[src/rtl/core/l3dcm_pkg.sv]
`timescale 1ns / 1ps
// shared constants, types and helpers of the 3d lut color mapper
package l3dcm_pkg;
  localparam int MAX_GRID_DEF    = 33;
  localparam int WEIGHT_BITS_DEF = 16;
  localparam int QUEUE_DEPTH     = 4;
  localparam logic [5:0] GRID_RESET = 6'd33;
  localparam logic OP_WRITE = 1'b0;
  localparam logic OP_PIXEL = 1'b1;
  // register index as seen on paddr[2]
  localparam logic REG_GRID = 1'b0;

  typedef struct packed {
    logic full;
    logic empty;
  } q_stat_t;

  // q0.wb weight of a remainder out of 255, rounded to nearest
  function automatic logic [31:0] weight_of(input int unsigned rem, input int unsigned wb);
    logic [63:0] num;
    num = (64'(rem) << wb) + 64'd127;
    return 32'(num / 64'd255);
  endfunction
endpackage

[src/rtl/core/l3dcm_queue.sv]
`timescale 1ns / 1ps
// short register queue between the front and back parts
module l3dcm_queue import l3dcm_pkg::*; #(
  parameter int WIDTH = 8,
  parameter int DEPTH = QUEUE_DEPTH
) (
  input  logic             clk,
  input  logic             rst,
  input  logic             push,
  input  logic [WIDTH-1:0] push_data,
  input  logic             pop,
  output logic [WIDTH-1:0] pop_data,
  output q_stat_t          stat
);
  localparam int PW = $clog2(DEPTH);

  logic [WIDTH-1:0] slots [DEPTH];
  logic [PW-1:0]    wr_ptr;
  logic [PW-1:0]    rd_ptr;
  logic [PW:0]      count;
  logic             do_push;
  logic             do_pop;

  assign stat.full  = (count == (PW+1)'(DEPTH));
  assign stat.empty = (count == '0);
  assign do_push    = push && !stat.full;
  assign do_pop     = pop && !stat.empty;
  assign pop_data   = slots[rd_ptr];

  always_ff @(posedge clk) begin
    if (do_push) begin
      slots[wr_ptr] <= push_data;
    end
  end

  always_ff @(posedge clk) begin
    if (rst) begin
      wr_ptr <= '0;
      rd_ptr <= '0;
      count  <= '0;
    end else begin
      if (do_push) begin
        wr_ptr <= (wr_ptr == PW'(DEPTH - 1)) ? '0 : wr_ptr + PW'(1);
      end
      if (do_pop) begin
        rd_ptr <= (rd_ptr == PW'(DEPTH - 1)) ? '0 : rd_ptr + PW'(1);
      end
      case ({do_push, do_pop})
        2'b10:   count <= count + (PW+1)'(1);
        2'b01:   count <= count - (PW+1)'(1);
        default: count <= count;
      endcase
    end
  end
endmodule

[config.mk]
export PLATFORM = sky130hd
export DESIGN_NAME = l3dcm_queue
export DESIGN_NICKNAME = d
export VERILOG_FILES = /design/src/rtl/core/l3dcm_pkg.sv /design/src/rtl/core/l3dcm_queue.sv
export SDC_FILE = /design/constraint.sdc
export NUM_CORES = 1
export LEC_CHECK = 0
export BUFFER_PORTS_ARGS = -buffer_cell sky130_fd_sc_hd__buf_2
export CORE_MARGIN = 4
export CORE_UTILIZATION = 40
export CTS_CLUSTER_SIZE = 8
export DETAILED_ROUTE_END_ITERATION = 8
export GPL_ROUTABILITY_DRIVEN = 0
export SLEW_MARGIN = 30
export SYNTH_ARGS = -nofsm -noshare
export SYNTH_HDL_FRONTEND = slang
export SYNTH_SLANG_ARGS = --single-unit
export TNS_END_PERCENT = 5
[constraint.sdc]
create_clock -name clk -period 2.3 [get_ports clk]
set_input_delay 0.46 -clock clk [delete_from_list [all_inputs] [get_ports clk]]
set_output_delay 0.46 -clock clk [all_outputs]
set_load 0.02 [all_outputs]
# Yosys cells after proc, flatten, opt, wreduce, memory -nomap -nowiden
# Memories as Yosys holds them, arrays and structs flattened. A register that Yosys moved wholly into a read port is not among the register bits.
# Cells that the tools add are included.
# classes
reduce_logical	6
n_mux	7
eq_ne	5
n_addsub	4
# ops
op	n
$mux W2	4
$eq A2 B2 Y1 const B	3
$pmux W3 S2	1
$add A2 B1 Y2 const B	2
$add A3 B1 Y3 const B	1
$eq A3 B3 Y1 const B	1
$logic_not A3 Y1	1
$sub A3 B1 Y3 const B	1
$eq A2 B1 Y1 const B	1
$logic_and A1 B1 Y1	2
$logic_not A1 Y1	2
$mux W1	2
$reduce_bool A2 Y1	1
# word_totals
reg_bits	7
inputBits	12
word_cells	26
n_memories	1
mem_bits_rw	32
# memory_table
memory	depth	word_bits	read_ports	rd_clocked_by_memory_dff	write_ports	line_no	rtl
slots	4	8	1	1	1	l3dcm_queue.sv:17	logic [WIDTH-1:0] slots [DEPTH];

# Depth between registers and ports, before layout
# logic_depth
ltp_word	5
mapped_depth	10
depth_no_buf	9

# Worst setup path after synthesis
# Ideal clock, no wire load.
# synth_path
path_type	register -> register
from	reg count[2]
to	reg count[2]
setup_time_ns	0.070
t_arrival_ns	2.280
slack_ns	-0.050
path_buffers	1
required_time_ns	2.230
stages_incl_launch_ff	11
cell_sequence	dfxtp_1 -> or3b_1 -> buf_6 -> and2_4 -> inv_1 -> ha_1 -> inv_1 -> fa_1 -> xor2_1 -> or3_2 -> a21oi_1
# synth_between
elab_chain_cells	5
elab_cells_between_ends	12
cone_classes	2 x add/sub; 3 x eq/ne; 1 x mux; 6 x reduce/logical
# synth_rtl
element	line_no	rtl
from (decl)	l3dcm_queue.sv:20	logic [PW:0] count;
from (signal assigned)	l3dcm_queue.sv:49	2'b10: count <= count + (PW+1)'(1);
from (signal assigned)	l3dcm_queue.sv:50	2'b01: count <= count - (PW+1)'(1);
from (signal assigned)	l3dcm_queue.sv:51	default: count <= count;
$eq A3 B3 Y1 or $logic_not A3 Y1 (tied branches)	l3dcm_queue.sv:24, l3dcm_queue.sv:25	
$logic_not A1 Y1 (on tied branches)	l3dcm_queue.sv:26, l3dcm_queue.sv:27	
$logic_and A1 B1 Y1 (on tied branches)	l3dcm_queue.sv:26, l3dcm_queue.sv:27	
$eq A2 B1 Y1 or $eq A2 B2 Y1 (tied branches)	l3dcm_queue.sv:48	case ({do_push, do_pop})
$pmux W3 S2 or $reduce_bool A2 Y1 (tied branches)	--	
# Several ways; a longest one is shown, not always the timed one.
# A chain may end at the register's enable or synchronous reset.

# Worst setup path in the final report
# layout_path
from	reg count[0]
to	reg count[2]
# The elaborated chain is that of the path after synthesis.

==> run metrics <==
status=complete, no violations; first-pass GRT wire length=4.51 mm; total wire length=2.66 mm; drt drc=0; Iteration-0 DRC Markers=69; I/O Pins=22; Required @ worst endpoint=2520 ps; post-cts hold buffer count=0; Avg Inst Size Synth=17.2 sq um; Overall Global Routing Usage=12.1%; sequential cell area fraction in the yosys report=69.2%; Skew-Pair Late Insertion Delay=290 ps; Netlist cell types=27; Critical Path AT=2380 ps; layout cells sized above 1=41.7%; final net count=145; Syn Inst Count=96; Final Skew=4.92 ps; TNS Setup=0 ps; Core Util, Final=49.1%; Post-synth EDFFs=32; #FFs+latches synth=41; final global-route overflow total=0; vias in the first global route=934; Max-slew headroom=70.4%; H-tree Lvls=2; PD cells=1100 nW/um^2; IO buf count=21; Setup crit end kind=register; vias per std cell=4.88; Tcrit/Tclk final=93.9%; kind of critical path=reg -> reg; RSZ-0062 raised after global routing=no; DR vias=863; Static Leak=0.742 nW; clk sinks=41; antenna diode count=0; row cnt=23; ys flop type=edfxtp_1; Initial Util=41.2%; largest net degree at the start of global routing=14; r2r setup slk=140 ps; asr flop ratio synth=0%; Slew Limit Fails=0; Worst-Margin Slew=444 ps; Die Height=72.2 um; CP Launch Type=register; worst hold path class=in -> reg; Mapped Area=1650 sq um; WHS=382 ps; Syn Nets=115; Fmax=463 MHz; worst vdd ir=494 uV; Worst-path clk slew=80 ps; postcts setup bufs=0; total CTS buffers=5; initial antenna violation count=0; CTS tree=yes; Core ar.=4000 sq um; CTS Buffer Depth=2; Final setup viols=0; root buffer cell=clkbuf_8; Post-DP HPWL=1.84 mm; Routed Antenna Nets=0; routed length per instance=15.0 um; Fin. Hold Viols=0; # Max-Cap Violations=0; drt pass-1 iters=4; Max FO, Critical Path=2; min Tclk post-route=2160 ps; yosys warns=0; Die Area=5210 sq um; Area Growth Syn to Fin=19.2%; Die X=72.2 um
[critical path: stages (launching register included)]
cell and delay [ps]:
dfxtp_2 320, or3b_4 380, and2_4 170, inv_1 50
ha_2 180, inv_1 50, fa_2 330, xor2_1 160
or3_4 330, a21oi_2 120
[Yosys cell counts (2+ instances only)]
| cell | instances | area [sq um] |
|---|---|---|
| a21oi_1 | 4 | 20.0 |
| and3_1 | 2 | 12.5 |
| and3_2 | 2 | 15.0 |
| dfxtp_1 | 9 | 180 |
| edfxtp_1 | 32 | 961 |
| ha_1 | 6 | 75.1 |
| inv_1 | 8 | 30.0 |
| mux4_2 | 8 | 180 |
| nand3_1 | 2 | 10.0 |
| nor2_1 | 4 | 15.0 |
| nor3_1 | 2 | 10.0 |
| xor2_1 | 2 | 17.5 |
[per-layer routing]
metal  vias to the layer above  track usage [%]  routed length [um]
met5                         -                0                   0
met4                         0             5.01                  42
li1                        420                -                   -
met1                       420             15.1                1180
met3                         4             4.99                 113
met2                        19             18.5                1330
[layout by cell type (no fill, tap or decap), types with 2 or more instances in the layout]
master and instances:
edfxtp_1 32, buf_4 6, nand3_1 2, dfxtp_2 2, a21oi_1 3, dfxtp_1 7, ha_1 5, clkbuf_8 5
mux4_2 8, inv_1 8, buf_2 21, nor3_1 2, xor2_1 2, and3_1 2, nor2_1 4, and3_2 2
[cells by family (layout without fill, tap and decap cells)]
family	Yosys count	count (layout)	share of synthesized area, %
simple gates	17	17	5.92
flops	41	41	69.2
xor+xnor	2	2	1.06
fa+ha+maj	7	7	5.77
compound gates	8	8	3.19
mux	9	9	11.5
buf+inv	12	43	3.26
[metrics by stage]
step / cells / power (mW) / worst slack, ps / instance area, sq um
floorplan: 96 / 1.40 / 4.49 / 1660
global placement: 169 / 1.59 / 101 / 1840
detailed placement: 169 / 1.62 / 34.7 / 1840
CTS: 177 / 2.18 / 14.6 / 1950
global route: 177 / 2.30 / 68.8 / 1960
finish: 177 / 2.16 / 140 / 1960
[registers in the layout, summed over array words and instances (netlist names), named ones only]
register and flops:
count 3, rd_ptr 2, slots 32, wr_ptr 2
[repair_timing]
action,in CTS,in global routing
setup endpoints to repair,0,1
hold endpoints to repair,0,0
gates resized for setup,0,3
[power by group]
group	internal, mW	leakage, nW	switching [mW]	total (mW)
clock	0.319	0.0518	0.238	0.557
combinational	0.302	0.322	0.357	0.659
sequential	0.903	0.368	0.0409	0.943
total	1.52	0.742	0.636	2.16
[area by class of cell]
type                            instances  area [sq um]
Clock buffer                            5          68.8
Fill cell                             341          2040
Clock inverter                          3          41.3
Inverter                                8          30.0
Tap cell                               50          62.6
Sequential cell                        41          1140
Timing Repair Buffer                   27           150
Multi-Input combinational cell         43           468
[path summary, 6_finish.rpt]
path	start	endpoint	cells past startpoint
hold reg to reg	rd_ptr[0]	register	2
hold / removal	push_data[0]	slots[3][0]	1
setup / recovery	count[0]	count[2]	9
setup reg to reg	count[0]	count[2]	9
No activity file was read; power rests on OpenSTA's default activity.
