**config.mk**
```make
export PLATFORM = sky130hd
export DESIGN_NAME = l3dcm_front
export DESIGN_NICKNAME = d
export VERILOG_FILES = /design/src/rtl/core/l3dcm_pkg.sv /design/src/rtl/core/l3dcm_front.sv
export SDC_FILE = /design/constraint.sdc
export NUM_CORES = 1
export LEC_CHECK = 0
export BUFFER_PORTS_ARGS = -buffer_cell sky130_fd_sc_hd__buf_2
export CAP_MARGIN = 25
export CORE_MARGIN = 2
export CORE_UTILIZATION = 40
export DETAILED_ROUTE_END_ITERATION = 12
export HOLD_SLACK_MARGIN = 0.08
export PLACE_DENSITY = 0.7
export RECOVER_POWER = 50
export REMOVE_ABC_BUFFERS = 1
export SYNTH_ARGS = -nofsm -noshare
export SYNTH_HDL_FRONTEND = slang
export SYNTH_SLANG_ARGS = --single-unit
```
**constraint.sdc**
```tcl
create_clock -name clk -period 21.2 [get_ports clk]
set_input_delay 2.12 -clock clk [delete_from_list [all_inputs] [get_ports clk]]
set_output_delay 2.12 -clock clk [all_outputs]
set_load 0.005 [all_outputs]
```
**src/rtl/core/l3dcm_pkg.sv**
```systemverilog
`timescale 1ns / 1ps
// shared constants, types and helpers of the 3d lut color mapper
package l3dcm_pkg;
  localparam int MAX_GRID_DEF    = 33;
  localparam int WEIGHT_BITS_DEF = 16;
  localparam int QUEUE_DEPTH     = 4;
  localparam logic [5:0] GRID_RESET = 6'd33;
  localparam logic OP_WRITE = 1'b0;
  localparam logic OP_PIXEL = 1'b1;
  // register index as seen on paddr[2]
  localparam logic REG_GRID = 1'b0;

  typedef struct packed {
    logic full;
    logic empty;
  } q_stat_t;

  // q0.wb weight of a remainder out of 255, rounded to nearest
  function automatic logic [31:0] weight_of(input int unsigned rem, input int unsigned wb);
    logic [63:0] num;
    num = (64'(rem) << wb) + 64'd127;
    return 32'(num / 64'd255);
  endfunction
endpackage

```
**src/rtl/core/l3dcm_front.sv**
```systemverilog
`timescale 1ns / 1ps
// front part: takes items and splits each channel into cell index and weight
module l3dcm_front import l3dcm_pkg::*; #(
  parameter int MAX_GRID    = MAX_GRID_DEF,
  parameter int WEIGHT_BITS = WEIGHT_BITS_DEF
) (
  input  logic                                   clk,
  input  logic                                   rst,
  input  logic                                   valid,
  output logic                                   ready,
  input  logic                                   opcode,
  input  logic [15:0]                            table_index,
  input  logic [7:0]                             red,
  input  logic [7:0]                             green,
  input  logic [7:0]                             blue,
  input  logic                                   frame_end,
  input  logic [$clog2(MAX_GRID+1)-1:0]          n,
  input  q_stat_t                                stat,
  output logic                                   push,
  output logic                                   f_op,
  output logic                                   f_fe,
  output logic [15:0]                            f_idx,
  output logic [23:0]                            f_data,
  output logic [2:0][$clog2(MAX_GRID)-1:0]       f_lo,
  output logic [2:0][$clog2(MAX_GRID)-1:0]       f_hi,
  output logic [2:0][WEIGHT_BITS-1:0]            f_w
);
  localparam int NW = $clog2(MAX_GRID + 1);
  localparam int IW = $clog2(MAX_GRID);
  localparam int PW = 8 + NW;

  logic                   f_valid;
  logic [2:0][7:0]        f_chan;
  logic [2:0][PW-1:0]     p;
  logic [2:0][PW:0]       qa;
  logic [2:0][7:0]        rem;
  logic [WEIGHT_BITS-1:0] wtab [256];

  for (genvar i = 0; i < 256; i++) begin : g_wtab
    assign wtab[i] = WEIGHT_BITS'(weight_of(i, WEIGHT_BITS));
  end

  assign ready  = !f_valid || !stat.full;
  assign push   = f_valid && !stat.full;
  assign f_data = f_chan;

  always_ff @(posedge clk) begin
    if (rst) begin
      f_valid <= 1'b0;
    end else if (ready) begin
      f_valid <= valid;
    end
  end

  always_ff @(posedge clk) begin
    if (ready && valid) begin
      f_op   <= opcode;
      f_fe   <= frame_end;
      f_idx  <= table_index;
      f_chan <= {blue, green, red};
    end
  end

  // p / 255 for p below 255 * 256 is (p + (p >> 8) + 1) >> 8
  always_comb begin
    for (int ch = 0; ch < 3; ch++) begin
      p[ch]    = PW'(f_chan[ch]) * PW'(n - NW'(1));
      qa[ch]   = ({1'b0, p[ch]} + (PW+1)'(p[ch] >> 8) + (PW+1)'(1)) >> 8;
      rem[ch]  = 8'({1'b0, p[ch]} - ((qa[ch] << 8) - qa[ch]));
      f_lo[ch] = IW'(qa[ch]);
      f_hi[ch] = ((qa[ch] + (PW+1)'(1)) < (PW+1)'(n)) ? IW'(qa[ch] + (PW+1)'(1))
                                                      : IW'(n - NW'(1));
      f_w[ch]  = wtab[rem[ch]];
    end
  end
endmodule

```
# ---- Yosys cells after proc, flatten, opt, wreduce, memory -nomap -nowiden
# Memories as Yosys holds them, arrays and structs flattened.
# Cells that the tools add are included.
dict set report op_classes {
  magnitude_cmp 6
  n_mux 9
  n_reduce_logical 5
  add_sub_neg 17
  n_mul 3
  bitwise 3
}
# cell n
set ops {}
lappend ops {{16-bit two-way mux} 6}
lappend ops {{14-bit by 6-bit adder with 15-bit output} 3}
lappend ops {{15-bit by 1-bit adder with 15-bit output (second input constant)} 3}
lappend ops {{15-bit by 6-bit < comparator with 1-bit output} 3}
lappend ops {{8-bit by 14-bit multiplier with 14-bit output} 2}
lappend ops {{9-bit greater-or-equal comparator (second input constant)} 3}
lappend ops {{8-bit NOT with 9-bit output} 3}
lappend ops {{7-bit by 1-bit adder with 8-bit output (second input constant)} 3}
lappend ops {{1-bit by 7-bit subtractor with 8-bit output (first input constant)} 3}
lappend ops {{8-bit subtractor} 3}
lappend ops {{6-bit two-way mux} 3}
lappend ops {{9-bit by 7-bit multiplier with 14-bit output} 1}
lappend ops {{6-bit by 1-bit subtractor with 7-bit output (second input constant)} 1}
lappend ops {{6-bit by 1-bit subtractor with 6-bit output (second input constant)} 1}
lappend ops {{1-bit logical AND} 2}
lappend ops {{1-bit logical NOT} 2}
lappend ops {{1-bit logical OR} 1}
dict set report word_totals {
  n_memories 3
  reg_bits 43
  elab_cells 53
  rom_bits 12288
  out_inout_bits 128
  input_bits 53
}
# name depth word_bits rd rd_clocked_by_memory_dff write_ports line
set memory_table {}
lappend memory_table {{(name not given)} 256 16 1 0 0 l3dcm_front.sv:73} ;# f_w[ch] = wtab[rem[ch]];
lappend memory_table {{(name not given)} 256 16 1 0 0 l3dcm_front.sv:73}
lappend memory_table {{(name not given)} 256 16 1 0 0 l3dcm_front.sv:73}

# ---- Depth between registers and ports, before layout
# Gate-level depths: netlist (run 1).
dict set report depth {
  word_depth 10
  ltp_mapped 43
  depth_no_buf 39
}

# ---- Worst setup path after synthesis (run 1)
# No wires, ideal clock.
dict set report synth_timing {
  kind {in2out}
  from {input n[0]}
  to {output f_w[24] in the netlist's numbering}
  t_arrival_ps 11525
  cell_stages 40
  required_time_ps 19080
  setup_slack_ps 7555
  n_path_buf 4
  cell_sequence {clkbuf_1 inv_1 ha_1 or3b_4 or3_1 buf_6 inv_1 buf_1 nand2_1 fa_1 inv_1 fa_1 fa_1 inv_1 fa_1 inv_1 ha_1 nand2_1 [4 not listed] inv_1 ha_1 a2111oi_0 nand2_1 and4_1 and2_1 and3_1 clkbuf_1 nor2_1 ha_1 a21oi_1 o21bai_1 a21oi_1 o21bai_1 a21oi_1 xnor2_1 and4_1 mux2_2}
}
# element line
set synth_lines {}
lappend synth_lines {{start, declared} l3dcm_front.sv:17} ;# input logic [$clog2(MAX_GRID+1)-1:0] n,
lappend synth_lines {{end, declared} l3dcm_front.sv:26} ;# output logic [2:0][WEIGHT_BITS-1:0] f_w

==> impl_results.md, run 1 <==
* Critical path's slowest cell: xnor2_1
* Yosys reg bits at 43
* Setup_tns at 0 ps
* Critical Path Sink Type: output port
* Total track usage at 19.0%
* Violated checks: capacitance limit, slew limit
* Chip height at 169 um
* Crit path kind: in2out
* Buffer depth of the longest clock path at 2
* Synth Instances at 1235
* Cell row count at 60
* RR Endpoint: f_data[7]$_DFFE_PP_
* Worst endpoint required time at 19080 ps
* Register-to-register setup slack at 18410 ps
* Initial antenna violation count at 2
* Hold Fails Final Rpt at 0
* Core area at 26900 um2
* Critical path arrival at 13370 ps
* Commonest non-fill, non-tap cell in the layout: inv_1
* Ys async rst share at 0%
* Nets at 1723
* Chip width at 169 um
* Vias in the first global route at 9084
* Synth cell types at 79
* Skew-Pair Late Insertion Delay at 300 ps
* Worst-path fanout max at 30
* Cts repair resizes at 0
* Reg clk slew, reported paths at 70 ps
* CP Launch Point: n[0]
* Drt via density at 5.21
* DP HPWL at 22.2 mm
* Post-CTS Setup Inserts at 0
* Final cycle utilization of the critical path at 73.1%
* H-tree Lvls at 2
* Area added between synthesis and finish at 13.4%
* Vias at 9120
* Final RePlAce weighted congestion at 0.937
* First-pass GRT wire length at 44.3 mm
* Initial Util at 40.7%
* Routed wire length at 26.5 mm
* Share of cells above drive strength 1 at 14.6%
* R2R Path Start: f_valid$_SDFFE_PP0N_
* Starting DRT DRC Count at 352
* Root buffer cell: clkbuf_16
* I/O pin total at 181
* Post-Syn Area at 10900 um2
* Fin Clk Skew at 14.0 ps
* FMAX at 64.6 MHz
* Syn_area_per_cell at 8.86 um2
* Grt ovf at 0
* Final setup violation count at 0
* Largest net degree at the start of global routing at 43
* Worst relative slew slack at -32.4%
* RSZ-0062 raised after global routing: no
* Setup crit end: f_w[25]
* DRC errors left at 0
* Clock Sinks at 43
* Worst Max-Slew Pin Slew at 1990 ps
* Critical Path Source Type: input pin
* Total number of yosys warnings at 0
* Count of TritonRoute iterations in the first routing pass at 5
* Post-synth EDFFs at 42
* Max-cap violations at 1
* Fill count at 2593
* CTS tree: yes
* Antenna-violating nets left at 0
* Die area at 28700 um2
* Port buffer count at 179
* Commonest cells after routing, fill and taps aside: inv_1 (248), buf_2 (151), ha_1 (141)
* Sequential area share after synthesis at 11.7%
* Most frequent CP cell: inv_1
* Primary FF master, synth: edfxtp_1
* Worst Hold Class: reg2reg
* Delay of the slowest critical-path stage at 670 ps
* Outcome: finished with violations
* Inserted Clock Buffers at 5
* Worst r2r path cells at 3
* Hold buffers post-CTS at 0
* Routed len/inst at 15.1 um
* Final min period at 15490 ps
* Fin. max-slew vios at 37
metal layers:
| layer | part of all wire (%) | routed length [um] | global-route usage (%) |
|---|---|---|---|
| met1 | 44 | 11700 | 25.1 |
| met2 | 48 | 12700 | 33.1 |
| met3 | 5.9 | 1560 | 2.52 |
| met4 | 1.9 | 503 | 4.12 |
| met5 | 0 | 0 | 0 |
Yosys cell counts, types with 4 or more instances:
cell	instances	area, um2
a31oi_1	16	100
nor3_1	24	120
a2111oi_0	4	35.0
and4_1	5	43.8
ha_1	141	1760
xor2_1	28	245
o21a_1	7	52.6
nand2_1	81	304
inv_1	248	931
fa_1	123	2460
o211ai_1	13	97.6
nand2b_1	13	81.3
o21ai_0	16	80.1
a21oi_1	45	225
o21bai_1	10	75.1
mux2i_1	9	90.1
edfxtp_1	42	1260
nor4_1	5	31.3
a21boi_0	4	30.0
mux2_2	13	146
or2_2	4	25.0
nand3_1	12	60.1
o22ai_1	4	25.0
and3_1	8	50.1
clkbuf_1	15	56.3
and2_1	81	507
xnor2_1	76	666
a21o_1	17	128
nor2b_1	47	294
nor2_1	46	173
state kept, by name, summed over array words and instances (netlist names):
signal   cells
f_data      24
f_idx       16
f_fe         1
f_op         1
f_valid      1
metrics by stage:
step           setup slack (ps)  instance area [um2]  utilization [%]  hold WS (ps)  cells
2_1_floorplan              7900                10800                -           465   1213
3_3_place_gp               5960                12200             45.5           483   1739
3_5_place_dp               5790                12200             45.5           524   1739
4_1_cts                    5760                12400             46.2           537   1747
5_1_grt                    4970                12400             46.1           616   1749
6_report                   5710                12400             46.1           520   1750
critical path: cells and delay by family:
kind                       cells  cell delay, ps
muxes                          1             340
AOI/OAI and AO/OA              8            2270
and+or+nand+nor                9            2550
xor gates and xnor gates       2            1000
adders and majority gates      8            3440
buffers and inverters          9            1620
layout make-up:
cell class                      count  area, um2  area share, %
Tap cell                          341        427           3.44
Inverter                          248        931           7.51
Sequential cell                    43       1280           10.3
Clock buffer                        5        125           1.01
Clock inverter                      3       67.6          0.545
Multi-Input combinational cell    922       8650           69.8
Antenna cell                        2       5.00         0.0404
Timing Repair Buffer              186        910           7.34
worst min path at each step:
stage	slack, ps	startpoint	cells past startpoint	endpoint
finish	520	f_valid$_SDFFE_PP0N_	2	f_valid$_SDFFE_PP0N_
detailed placement	520	f_valid$_SDFFE_PP0N_	2	f_valid$_SDFFE_PP0N_
floorplan	470	f_valid$_SDFFE_PP0N_	2	f_valid$_SDFFE_PP0N_
global placement	480	f_valid$_SDFFE_PP0N_	2	f_valid$_SDFFE_PP0N_
global route	620	f_valid$_SDFFE_PP0N_	2	f_valid$_SDFFE_PP0N_
CTS	540	f_valid$_SDFFE_PP0N_	2	f_valid$_SDFFE_PP0N_
kinds of logic after synthesis:
kind of cell	after synthesis	synth area share [%]
muxes	25	2.57
adders and majority gates	265	38.7
and+or+nand+nor	346	17.0
xor gates and xnor gates	104	8.33
AOI/OAI and AO/OA	182	12.2
buffers and inverters	270	9.45
DFF	43	11.7
Power of run 1 is not shown: default switching activity piles up to over one toggle a cycle in this logic, so the estimate is an artifact.
==> run 2: changes to the inputs <==
==> constraint.sdc (replaced) <==
create_clock -name clk -period 15.1 [get_ports clk]
set_input_delay 1.51 -clock clk [delete_from_list [all_inputs] [get_ports clk]]
set_output_delay 1.51 -clock clk [all_outputs]
set_load 0.005 [all_outputs]
==> run 2 against run 1 <==
Effect of this change:
- the run still ends with capacitance limit, slew limit left
- worst hold slack better by 21 ps
- clock-buffer cell count unchanged
- critical endpoint is now f_w[24]
- critical path type unchanged
- core utilization down 0.16 points
- cell count about the same
- final area down 0.34%
- highest routed layer unchanged
- via count down 0.33%
- sequential cell count unchanged
- clock skew up 0.75 ps
==> impl_results.md, run 2 (synthesis gave the netlist of run 1 again) <==
* Root buffer cell: clkbuf_16
* FMAX at 72.4 MHz
* Routed wire length at 26.3 mm (-0.68%)
* Hold buffers post-CTS at 0 (unchanged)
* R2R Path Start: f_valid$_SDFFE_PP0N_
* Commonest cells after routing, fill and taps aside: inv_1 (248), buf_2 (154), ha_1 (141)
* Final cycle utilization of the critical path at 91.5%
* First-pass GRT wire length at 43.8 mm (-1.0%)
* Vias at 9090 (-0.33%)
* Critical Path Source Type: input pin
* Critical path's slowest cell: xnor2_1
* Final RePlAce weighted congestion at 0.897 (-4.3%)
* Most frequent CP cell: inv_1
* Inserted Clock Buffers at 5 (unchanged)
* Core area at 26900 um2 (unchanged)
* DRC errors left at 0 (unchanged)
* Fin. max-slew vios at 38 (+2.7%)
* Grt ovf at 0 (unchanged)
* Chip height at 169 um (unchanged)
* Routed len/inst at 15.0 um (-0.62%)
* Crit path kind: in2out
* Max-cap violations at 1 (unchanged)
* Critical Path Sink Type: output port
* Fill count at 2646 (+2.0%)
* Cts repair resizes at 0 (unchanged)
* Setup_tns at 0 ps (unchanged)
* Critical path arrival at 12310 ps (-1060 ps)
* Skew-Pair Late Insertion Delay at 300 ps (about the same)
* Reg clk slew, reported paths at 80 ps (about the same)
* Port buffer count at 179 (unchanged)
* Share of cells above drive strength 1 at 14.8% (+0.21 points)
* CTS tree: yes
* Worst Hold Launch: f_valid$_SDFFE_PP0N_
* Clock Sinks at 43 (unchanged)
* Delay of the slowest critical-path stage at 600 ps (-70 ps)
* Starting DRT DRC Count at 469 (+33%)
* Largest register FFs at 24 (unchanged)
* DP HPWL at 22.0 mm (-0.93%)
* Chip width at 169 um (unchanged)
* Initial Util at 40.7% (unchanged)
* Largest net degree at the start of global routing at 43 (unchanged)
* CP Launch Point: n[0]
* Total track usage at 18.6% (-0.39 points)
* Worst Hold Class: reg2reg
* Vias in the first global route at 9128 (+0.48%)
* H-tree Lvls at 2 (unchanged)
* Die area at 28700 um2 (unchanged)
* Initial antenna violation count at 1 (-1)
* Area added between synthesis and finish at 13.0%
* I/O pin total at 181 (unchanged)
* Hold Fails Final Rpt at 0 (unchanged)
* Final setup violation count at 0 (unchanged)
* Nets at 1723 (unchanged)
* Commonest non-fill, non-tap cell in the layout: inv_1
* Violated checks: capacitance limit, slew limit
* Count of TritonRoute iterations in the first routing pass at 5 (unchanged)
* Post-CTS Setup Inserts at 0 (unchanged)
* Outcome: finished with violations
* Antenna-violating nets left at 0 (unchanged)
* Worst relative slew slack at -40.1% (-7.7 points)
* Worst-path fanout max at 17 (-43%)
* Buffer depth of the longest clock path at 2 (unchanged)
* Worst Max-Slew Pin Slew at 2100 ps (+115 ps)
* Worst endpoint required time at 13590 ps (-5490 ps)
* Fin Clk Skew at 14.7 ps (+0.754 ps)
* Drt via density at 5.20 (-0.27%)
* Final min period at 13820 ps
* RSZ-0062 raised after global routing: no
* Cell row count at 60 (unchanged)
-- run 2: metrics by stage --
| step | hold slack, ps | setup WS [ps] | instances | area [um2] | util, % |
|---|---|---|---|---|---|
| detailed placement | 519 | 1230 | 1739 | 12200 | 45.5 |
| finish | 541 | 1280 | 1749 | 12400 | 46.0 |
| global route | 596 | 583 | 1749 | 12400 | 46.0 |
| CTS | 536 | 1210 | 1747 | 12400 | 46.1 |
| floorplan | 465 | 3020 | 1213 | 10800 | - |
| global placement | 485 | 1450 | 1739 | 12200 | 45.5 |
-- run 2: metal layers --
metal,share of wire [%],track usage [%],up-vias
met2,48,32.7,263
met3,5.8,2.45,37
met4,2.3,4.09,0
li1,-,-,4392
met5,0,0,-
met1,44,24.3,4398
-- run 2: path summary, 6_finish.rpt --
check | to | slack [ps] | depth (start not counted)
max | f_w[24] | 1280 | 38
min | f_valid$_SDFFE_PP0N_ | 540 | 2
max reg2reg | f_data[5]$_DFFE_PP_ | 12380 | 3
min reg2reg | f_valid$_SDFFE_PP0N_ | 540 | 2
-- run 2: area by class of cell --
cell class | instances | area (um2) | area share, %
Clock inverter | 3 | 23.8 | 0.192
Timing Repair Buffer | 186 | 913 | 7.39
Tap cell | 341 | 427 | 3.45
Antenna cell | 1 | 2.50 | 0.0203
Sequential cell | 43 | 1280 | 10.4
Multi-Input combinational cell | 922 | 8650 | 70.0
Clock buffer | 5 | 125 | 1.01
Inverter | 248 | 931 | 7.53
-- run 2: critical path, delay by kind of cell --
family          cells  cell delay [ps]
compound gates      9             2230
xor+xnor            2              920
fa+ha+maj           8             3380
buf+inv             8             1270
mux                 1              350
simple gates       10             2620
Power of run 2 is left out for the same reason.
